===== config.mk =====
export PLATFORM = sky130hd
export DESIGN_NAME = pcss_ram
export DESIGN_NICKNAME = d
export VERILOG_FILES = /design/src/hw/rtl/pcss_ram.sv
export SDC_FILE = /design/constraint.sdc
export NUM_CORES = 1
export LEC_CHECK = 0
export CAP_MARGIN = 0
export CORE_ASPECT_RATIO = 1.1
export CORE_UTILIZATION = 35
export DETAILED_ROUTE_END_ITERATION = 16
export DONT_BUFFER_PORTS = 1
export SLEW_MARGIN = 10
export SYNTH_ARGS = -nofsm -noshare
export SYNTH_HDL_FRONTEND = slang
export SYNTH_SLANG_ARGS = --single-unit

===== constraint.sdc =====
create_clock -name clk -period 1.5 [get_ports clk]
set_input_delay 0 -clock clk [delete_from_list [all_inputs] [get_ports clk]]
set_output_delay 0 -clock clk [all_outputs]
set_load 0.02 [all_outputs]

===== src/hw/rtl/pcss_ram.sv =====
module pcss_ram #(
  parameter int WIDTH  = 8,
  parameter int DEPTH  = 16,
  parameter int ADDR_W = (DEPTH > 1) ? $clog2(DEPTH) : 1
) (
  input  logic              clk,
  input  logic              we,
  input  logic [ADDR_W-1:0] waddr,
  input  logic [WIDTH-1:0]  wdata,
  input  logic              re,
  input  logic [ADDR_W-1:0] raddr,
  output logic [WIDTH-1:0]  rdata
);

  logic [WIDTH-1:0] mem [DEPTH];

  // One write port and one read port; read data is registered and holds between reads.
  always_ff @(posedge clk) begin
    if (we) begin
      mem[waddr] <= wdata;
    end
    if (re) begin
      rdata <= mem[raddr];
    end
  end

endmodule


==> metrics.md <==
| Metric | Value |
|---|---|
| Die width | `118.5 um` |
| Total gr overflow | `0` |
| RSZ-0062 raised after global routing | `no` |
| Layout Nets | `292` |
| Core Region | `0.01450 mm2` |
| GRT Overall Usage | `14.57%` |
| Most common cell after layout, fill and taps aside | `edfxtp_1` |
| Initial Utilization | `36.04%` |
| Die area | `0.01543 mm2` |
| Most frequent cells in the layout | `136 x edfxtp_1, 20 x mux4_2, 19 x buf_4` |
| Pwr dens | `1361 mW/mm2` |
| Post-synth net total | `248` |
| Worst-path cell chain | `mux4_1 -> a22oi_1 -> nand2_1` |
| Final HPWL DP | `6334 um` |
| Hold Path Depth | `3` |
| DR vias/cell | `5.069` |
| Leakage power | `2.031 nW` |
| Slew Viols, Final | `0` |
| Gate power share | `approximately 4.0%` |
| Post-placement cell count | `430` |
| Worst min-delay path category | `input pin to flop` |
| First-pass GRT wire length | `15570 um` |
| Max IR drop VDD | `between 0.9 and 1 mV` |
| Final Hold Fails | `2` |
| Wire length on met3 | `~560 um` |
| Flop pwr share | `~51%` |
| Top FF cell, synth | `edfxtp_1` |
| Synthesis-stage register bit count | `between 100 and 150` |
| EDFF count, synth | `136` |
| CTS H-Tree Depth | `4` |
| Setup Viol. Count Final | `0` |
| Internal Power | `approximately 0.007 W` |
| Worst R2R Setup Slack | `approximately 0.046 ns` |
| Clk sinks | `roughly 140` |
| Hold Crit Start | `raddr[1]` |
| Critical R2R Capture | `rdata[2]` |
| Max_slew headroom | `approximately three fifths` |
| Switching Share | `19.28%` |
| Number of max-cap violations | `0` |
| Reg clk slew, reported paths | `0.06 ns` |
| Total Wirelength | `10600 um` |
| CP max stage delay | `about 0.50 ns` |
| DRT met1 WL | `4711 um` |
| Failing checks | `hold timing` |
| DRT iter0 DRCs | `210` |
| Warnings from Yosys | `0` |
| Vias in the first global route | `2534` |
| Worst path bufs/invs | `0` |
| Outcome | `finished with violations` |
| Worst Hold Path EP | `rdata[4]` |
| Post-synthesis sequential area ratio | `around four fifths` |
| Worst slew pin tran | `0.6051 ns` |
| Yosys cell types | `18` |
| Finished Core Util | `43.00%` |
| P&R area growth vs syn | `19.32%` |
| Fin crit share | `a little over nine tenths` |
| CTS Buffer Depth | `2` |
| Uppermost layer routed | `met4` |
| # DRC | `0` |
| Vias | `2423` |
| WL/cell | `22.18 um` |
| Fmax | `0.6879 GHz` |
| Clock Skews | `0.005958 ns` |
| CP max-delay cell | `mux4_1` |
| Crit path max fanout | `1` |
| Root buffer cell | `clkbuf_16` |
| Syn avg cell area | `22.83 um2` |
| Setup crit end kind | `flop` |
| Die height | `around 130 um` |
| Port bufs | `0` |
| Fin crit period | `1.454 ns` |
| Share of post-route cells with drive strength above 1 | `between 20% and 30%` |
| RR Startpoint | `mem[8][2]` |
| Post-CTS setup buffers | `0` |
| Largest net degree at the start of global routing | `33` |
| Global placement routability congestion | `about 0.68` |
| CP delay by family, top | `multiplexers` |
| WHS | `-0.009493 ns` |
| Site Rows | `46` |
| Ports | `27` |
| Num CTS Buffers | `17` |
| Final Instance Area | `between 0.006 and 0.007 mm2` |
| DR pass1 iterations | `5` |
| Crit Path Category | `flop to flop` |
| Inserted Diodes | `0` |
| CTS tree | `built` |
| Metal2 WL | `5206 um` |
| CP startpoint kind | `flop` |
| Share of flip-flops with an asynchronous set or reset | `0%` |
| Cells after Synth | `229` |
| Crit path DAT | `1.60 ns` |
| Final non-filler cell total | `478` |
| Clock Power Share | `between 40% and 50%` |
| Power, Total | `0.008489 W` |
| Worst EP required | `roughly 1.7 ns` |
| DP Area | `~0.0055 mm2` |
| Initial antenna violation count | `0` |
| DRT antenna net count | `0` |
| Switch Pwr | `0.001637 W` |
| Clock Latency Late Sink | `0.41 ns` |
| Post-Syn Area | `0.005228 mm2` |
| R2R depth | `3` |
power groups by stage:
| stage | clock, W | sequential [W] | combinational [W] |
|---|---|---|---|
| detailed placement | 0 | 0.00441 | 0.000240 |
| CTS | 0.00390 | 0.00434 | 0.000321 |
| global placement | 0 | 0.00441 | 0.000238 |
| global route | 0.00404 | 0.00434 | 0.000361 |
| finish | 0.00382 | 0.00433 | 0.000337 |
| floorplan | 0 | 0.00440 | 0.000216 |
Yosys cell counts (2+ instances only):
library cell / number / share of area, %
mux4_1: 14 / 7.0
nand3b_1: 2 / 0.29
nand2_1: 9 / 0.65
a22oi_1: 16 / 2.3
clkdlybuf4s25_2: 3 / 0.57
buf_6: 3 / 0.65
mux4_2: 18 / 7.8
buf_2: 3 / 0.29
nand2b_1: 2 / 0.24
nor3_1: 4 / 0.38
edfxtp_1: 136 / 78
nor2_1: 13 / 0.93
final cells by class:
| type | count | area [um2] |
|---|---|---|
| repair buffers | 35 | 302.8 |
| flip-flops and latches | 136 | 4084 |
| clock inverters | 12 | 108.9 |
| clock buffers | 20 | 436.7 |
| well taps | 192 | 240.2 |
| fillers | 1257 | 8267 |
| multi-input cells | 83 | 1065 |
worst reg2reg max path, delay by kind of cell, from the launching register on:
family / cells / cell delay [ns]
multiplexers: 1 / 0.50
flip-flops: 1 / 0.36
AO/OA/AOI/OAI: 1 / 0.26
AND/OR/NAND/NOR: 1 / 0.08
worst max-delay path by stage:
stage	startpoint	endpoint	slack (ns)	cells past startpoint
CTS	mem[10][4]	rdata[4]	0.02	3
global placement	mem[9][4]	rdata[4]	-0.006	3
floorplan	waddr[2]	mem[0][0]	0.007	2
detailed placement	mem[1][3]	rdata[3]	-0.02	3
global route	waddr[0]	mem[4][1]	0.002	4
finish	mem[8][2]	rdata[2]	0.05	3
per-stage QoR:
stage | worst slack, ns | setup TNS [ns] | hold slack (ns)
2_1_floorplan | 0.007126 | 0 | 0.09887
3_3_place_gp | -0.006110 | -0.006110 | 0.09979
3_5_place_dp | -0.02290 | -0.02290 | 0.09973
4_1_cts | 0.01788 | 0 | -0.04390
5_1_grt | 0.001710 | 0 | 0.005639
6_report | 0.04636 | 0 | -0.009493
registers in the layout, indices dropped and copies added, names as in the netlist:
| register | cells |
|---|---|
| rdata | 8 |
| mem | 128 |
kinds of logic after synthesis:
kind of cell,count (synthesis),share of synthesized area [%]
DFF,136,78.12
AOI/OAI and AO/OA,16,2.298
muxes,32,14.79
and+or+nand+nor,35,3.136
buffers and inverters,10,1.651
routing by layer:
layer | GRT usage (%) | up-vias
li1 | - | 1068
met1 | 18.46 | 1273
met2 | 23.67 | 70
met3 | 4.633 | 12
met4 | 5.361 | 0
met5 | 0 | -
what timing repair did:
item	CTS	global route
cloned	0	0
gates resized for setup	2	3
endpoints found under the hold margin	175	4
hold buffers	12	4
pin swaps	0	2
endpoints found under the setup margin	1	3
Note: power is estimated with default switching activity, not from simulation.
