**src/hw/rtl/pcss_pkg.sv**
```systemverilog
package pcss_pkg;

  // Fixed field widths of the request and result items.
  localparam int OP_W   = 2;
  localparam int POS_W  = 10;
  localparam int HAP_W  = 10;
  localparam int SITE_W = 20;
  localparam int DIV_W  = 21;
  localparam int RANK_W = 11;

  // Value of the haplotype count register after reset.
  localparam logic [RANK_W-1:0] HAP_COUNT_RESET = 11'd1024;

  // Operation codes.
  localparam logic [OP_W-1:0] OP_LOAD_ORDER  = 2'd0;
  localparam logic [OP_W-1:0] OP_LOAD_ALLELE = 2'd1;
  localparam logic [OP_W-1:0] OP_SWEEP       = 2'd2;
  localparam logic [OP_W-1:0] OP_READ        = 2'd3;

  // One entry of a sorted order: haplotype and its divergence.
  typedef struct packed {
    logic [HAP_W-1:0] hap;
    logic [DIV_W-1:0] div;
  } entry_t;

  // The u and v ranks recorded for one old position.
  typedef struct packed {
    logic [RANK_W-1:0] zero_rank;
    logic [RANK_W-1:0] one_rank;
  } ranks_t;

  // One haplotype as it leaves the read pipeline of a sweep.
  typedef struct packed {
    logic             valid;
    logic             one;
    logic [HAP_W-1:0] hap;
    logic [DIV_W-1:0] div;
  } part_item_t;

  // Pass control from the sequencer to the partition unit.
  typedef struct packed {
    logic count_start;
    logic split_start;
    logic split_mode;
  } part_ctrl_t;

endpackage

```
**src/hw/rtl/pcss_partition.sv**
```systemverilog
module pcss_partition import pcss_pkg::*; #(
  parameter int AW = 10,
  parameter int NW = 11
) (
  input  logic             clk,
  input  logic             rst,
  input  part_ctrl_t       ctl,
  input  logic [DIV_W-1:0] seed,
  input  part_item_t       item,
  output logic [NW-1:0]    zeros,
  output logic             nx_we,
  output logic [AW-1:0]    nx_addr,
  output entry_t           nx_data,
  output logic             rk_we,
  output logic [AW-1:0]    rk_addr,
  output ranks_t           rk_data
);

  logic [NW-1:0]    zi;
  logic [NW-1:0]    oi;
  logic [DIV_W-1:0] p;
  logic [DIV_W-1:0] q;
  logic [DIV_W-1:0] p_max;
  logic [DIV_W-1:0] q_max;
  logic [NW-1:0]    one_pos;
  logic [NW-1:0]    old_pos;

  // Running maxima of both groups and the destination slots.
  assign p_max   = (item.div > p) ? item.div : p;
  assign q_max   = (item.div > q) ? item.div : q;
  assign one_pos = zeros + oi;
  assign old_pos = zi + oi;

  // Writes of the new order entry and of the ranks at the old position.
  assign nx_we        = ctl.split_mode && item.valid;
  assign nx_addr      = item.one ? one_pos[AW-1:0] : zi[AW-1:0];
  assign nx_data.hap  = item.hap;
  assign nx_data.div  = item.one ? q_max : p_max;
  assign rk_we        = nx_we;
  assign rk_addr      = old_pos[AW-1:0];
  assign rk_data.zero_rank = RANK_W'(zi);
  assign rk_data.one_rank  = RANK_W'(one_pos);

  // Zero counting in the first pass, group counters in the second.
  always_ff @(posedge clk) begin
    if (rst) begin
      zeros <= '0;
      zi    <= '0;
      oi    <= '0;
    end else begin
      if (ctl.count_start) begin
        zeros <= '0;
      end else if (!ctl.split_mode && item.valid && !item.one) begin
        zeros <= zeros + 1'b1;
      end
      if (ctl.split_start) begin
        zi <= '0;
        oi <= '0;
      end else if (ctl.split_mode && item.valid) begin
        if (item.one) begin
          oi <= oi + 1'b1;
        end else begin
          zi <= zi + 1'b1;
        end
      end
    end
  end

  // Divergence maxima restart from the seed; after each emit the emitting group's maximum drops to zero.
  always_ff @(posedge clk) begin
    if (ctl.split_start) begin
      p <= seed;
      q <= seed;
    end else if (ctl.split_mode && item.valid) begin
      if (item.one) begin
        p <= p_max;
        q <= '0;
      end else begin
        p <= '0;
        q <= q_max;
      end
    end
  end

endmodule

```
**config.mk**
```make
export PLATFORM = sky130hd
export DESIGN_NAME = pcss_partition
export DESIGN_NICKNAME = d
export VERILOG_FILES = /design/src/hw/rtl/pcss_pkg.sv /design/src/hw/rtl/pcss_partition.sv
export SDC_FILE = /design/constraint.sdc
export NUM_CORES = 1
export LEC_CHECK = 0
export BUFFER_PORTS_ARGS = -buffer_cell sky130_fd_sc_hd__buf_4
export CAP_MARGIN = 20
export CORE_UTILIZATION = 54
export DETAILED_ROUTE_END_ITERATION = 10
export PLACE_DENSITY = 0.85
export SLEW_MARGIN = 10
export SYNTH_ARGS = -nofsm -noshare
export SYNTH_HDL_FRONTEND = slang
export SYNTH_SLANG_ARGS = --single-unit
```
**constraint.sdc**
```tcl
create_clock -name clk -period 3.39 [get_ports clk]
set_clock_uncertainty 0.1 [all_clocks]
set_input_delay 0.678 -clock clk [delete_from_list [all_inputs] [get_ports clk]]
set_output_delay 0.678 -clock clk [all_outputs]
set_load 0.01 [all_outputs]
```
==> impl_metrics.json <==
{
  "floorplan.initialDensity": 0.560,
  "startpoint_type": "flop",
  "synth_edf_count": 42,
  "ys_warn_count": 0,
  "grt_overflow_total": 0,
  "timing.hold.ws_ns": 0.441,
  "async_reset_ff_frac": 0,
  "coreArea_sq_um": 10400,
  "clk_latency_ns": 0.38,
  "period_needed_ns": 3.80,
  "htree_num_levels": 3,
  "fillers": 641,
  "synth_area_sq_um": 5830,
  "portBuffers": 124,
  "drt_iter0_drc": 640,
  "holdBufCountCts": 0,
  "worst-slew-pin-transition_ns": 0.696,
  "yosys.area.top_type_share": 0.216,
  "area_growth_pct": 36.7,
  "worst_setup_path_end_kind": "primary output",
  "hold_path.class": "reg2reg",
  "routabilityCongestion": 0.974,
  "grt_pass1_vias": 5816,
  "n_antenna_cell": 0,
  "grt_pass1_wl_um": 28700,
  "drt_pass1_iterations": 5,
  "avgSynthCellArea_sq_um": 9.06,
  "synth_ff_type": "edfxtp_1",
  "io_pins": 145,
  "grt_max_degree": 27,
  "violations": "negative setup slack",
  "wl_per_cell_um": 21.1,
  "power_density_nw_per_um2": 351,
  "synth.area.top_cells": "edfxtp_1 22%, ha_1 14%, dfxtp_1 11%",
  "antenna_left": 0,
  "layout_setup_ws_ns": -0.405,
  "die_x_um": 106,
  "netlist_top_cells_count": "74 x nand2_1, 64 x ha_1, 51 x inv_1",
  "yosysMostFrequentCell": "nand2_1",
  "rows": 37,
  "clk_pin_slew_ns": 0.09,
  "yosysTopAreaCell": "edfxtp_1",
  "vdd_ir_drop_max_uv": 206,
  "max_freq_mhz": 263,
  "drcViolationCount": 0,
  "cts_buffer_depth": 2,
  "power.leakage_nw": 3.68,
  "maxSlewViolCount": 0,
  "setup_violations": 23,
  "yosysUniqueCellTypes": 49,
  "arrival_ns": 3.02,
  "track_usage": 0.329,
  "finalPower_mw": 2.80,
  "cap_violations": 0,
  "die_h_um": 106,
  "numCtsBuffers": 9,
  "die_area_sq_um": 11200,
  "yosys_register_bits": 75,
  "root_buffer": "clkbuf_8",
  "cts_tree": "done",
  "rsz0062_at_grt": "yes",
  "vias": 5943,
  "path_class": "reg2out",
  "hold_viol": 0,
  "slew_headroom": 0.536,
  "fin_crit_sh": 1.12,
  "seq_area_frac_synth": 0.330,
  "outcome": "finished with violations",
  "nets": 943,
  "antenna_found_initial": 0,
  "drive_above_1_share": 0.360,
  "dp_slack_ns": -0.188,
  "post-route-cell-area_sq_um": 7970,
  "syn_inst": 643,
  "viasPerCell": 6.20,
  "critPathMaxFanout": 7,
  "cts_sinks": 75,
  "routed_wl_um": 20300,
  "dp.final_hpwl_um": 12000,
  "cp.required_ns": 2.61,
  "fin_util": 0.765,
  "syn_nets": 768,
  "placed_cell_area_sq_um": 7050
}
==> stage by stage <==
| step | cells | TNS, ns |
|---|---|---|
| 3_5_place_dp | 912 | -3.48 |
| 4_1_cts | 937 | -1.55 |
| 2_1_floorplan | 643 | 0 |
| 5_1_grt | 959 | -10.41 |
| 3_3_place_gp | 912 | -2.71 |
| 6_report | 959 | -7.61 |
==> registers in the layout, summed over array words and instances (netlist names) <==
register	flops
p	21
q	21
oi	11
zeros	11
zi	11
==> cell usage in the layout, fill, tap and decap left out, types with 4 or more instances in the layout <==
master	netlist	final
or2_2	6	6
buf_6	2	26
nor2b_1	6	5
mux2_2	10	9
or3_1	7	7
dfxtp_4	0	4
nand2_1	74	73
nand3_1	7	7
a21oi_1	35	30
xor2_1	26	25
edfxtp_1	42	42
ha_4	0	18
nor2_1	41	40
and3_1	11	11
inv_1	51	38
inv_2	0	13
a21oi_2	0	4
clkbuf_8	0	9
o221a_1	20	19
a21o_1	7	7
ha_1	64	45
nand4_1	15	15
dfxtp_1	33	28
mux2i_1	44	42
o21ai_1	46	48
xnor2_1	15	14
buf_4	16	169
o21ai_0	18	13
==> final timing paths <==
kind,startpoint,endpoint,slack (ns),cells past startpoint
setup / recovery,p[13]$_DFFE_PP_,nx_data[11],-0.41,11
hold / removal,zi[10]$_SDFFE_PP0P_,zi[10]$_SDFFE_PP0P_,0.44,2
hold reg to reg,zi[10]$_SDFFE_PP0P_,zi[10]$_SDFFE_PP0P_,0.44,2
setup reg to reg,p[13]$_DFFE_PP_,p[11]$_DFFE_PP_,-0.03,10
==> routing by layer <==
metal	routed length, um	global-route usage	vias to the layer above
li1	-	-	2638
met1	7340	0.365	2780
met2	10100	0.590	401
met3	1730	0.0723	124
met4	1140	0.166	0
met5	0	0	-
==> layout make-up <==
type                       count  area (sq um)  share of cell area
multi-input combinational    484          3880               0.486
sequential                    75          1940               0.243
timing repair buffer         197          1610               0.202
inverter                      51           191              0.0240
tap                          136           170              0.0214
clock buffer                  11           153              0.0192
clock inverter                 5          32.5             0.00408
==> worst max-delay path, cell delays in order, from the launching register on <==
cell and delay, ns:
edfxtp_1 0.40, inv_1 0.10, ha_1 0.28, nand4_1 0.32, nor2_1 0.27, nand2_1 0.11
o21ai_2 0.18, o21ai_2 0.10, mux2_4 0.33, clkbuf_16 0.18, o221a_1 0.24, buf_6 0.13
==> report_power, final <==
part	switching, mW	internal [mW]	total (mW)
sequential	0.0424	1.02	1.07
clock	0.383	0.313	0.696
combinational	0.523	0.514	1.04
==> timing repair <==
| item | in CTS | in global routing |
|---|---|---|
| setup endpoints to repair | 25 | 29 |
| hold endpoints to repair | 0 | 0 |
| resized for setup | 58 | 44 |
| cloned | 0 | 1 |
| pin swaps | 21 | 27 |
| buffers inserted | 9 | 22 |
==> logic make-up after synthesis <==
kind of cell	after synthesis	synth area share
AO/OA/AOI/OAI	140	0.154
XOR/XNOR	41	0.0616
adder cells (fa/ha/maj)	66	0.144
buffers and inverters	84	0.0674
flip-flops	75	0.330
multiplexers	54	0.0949
AND/OR/NAND/NOR	183	0.148
Power figures use the tool's default switching activity.
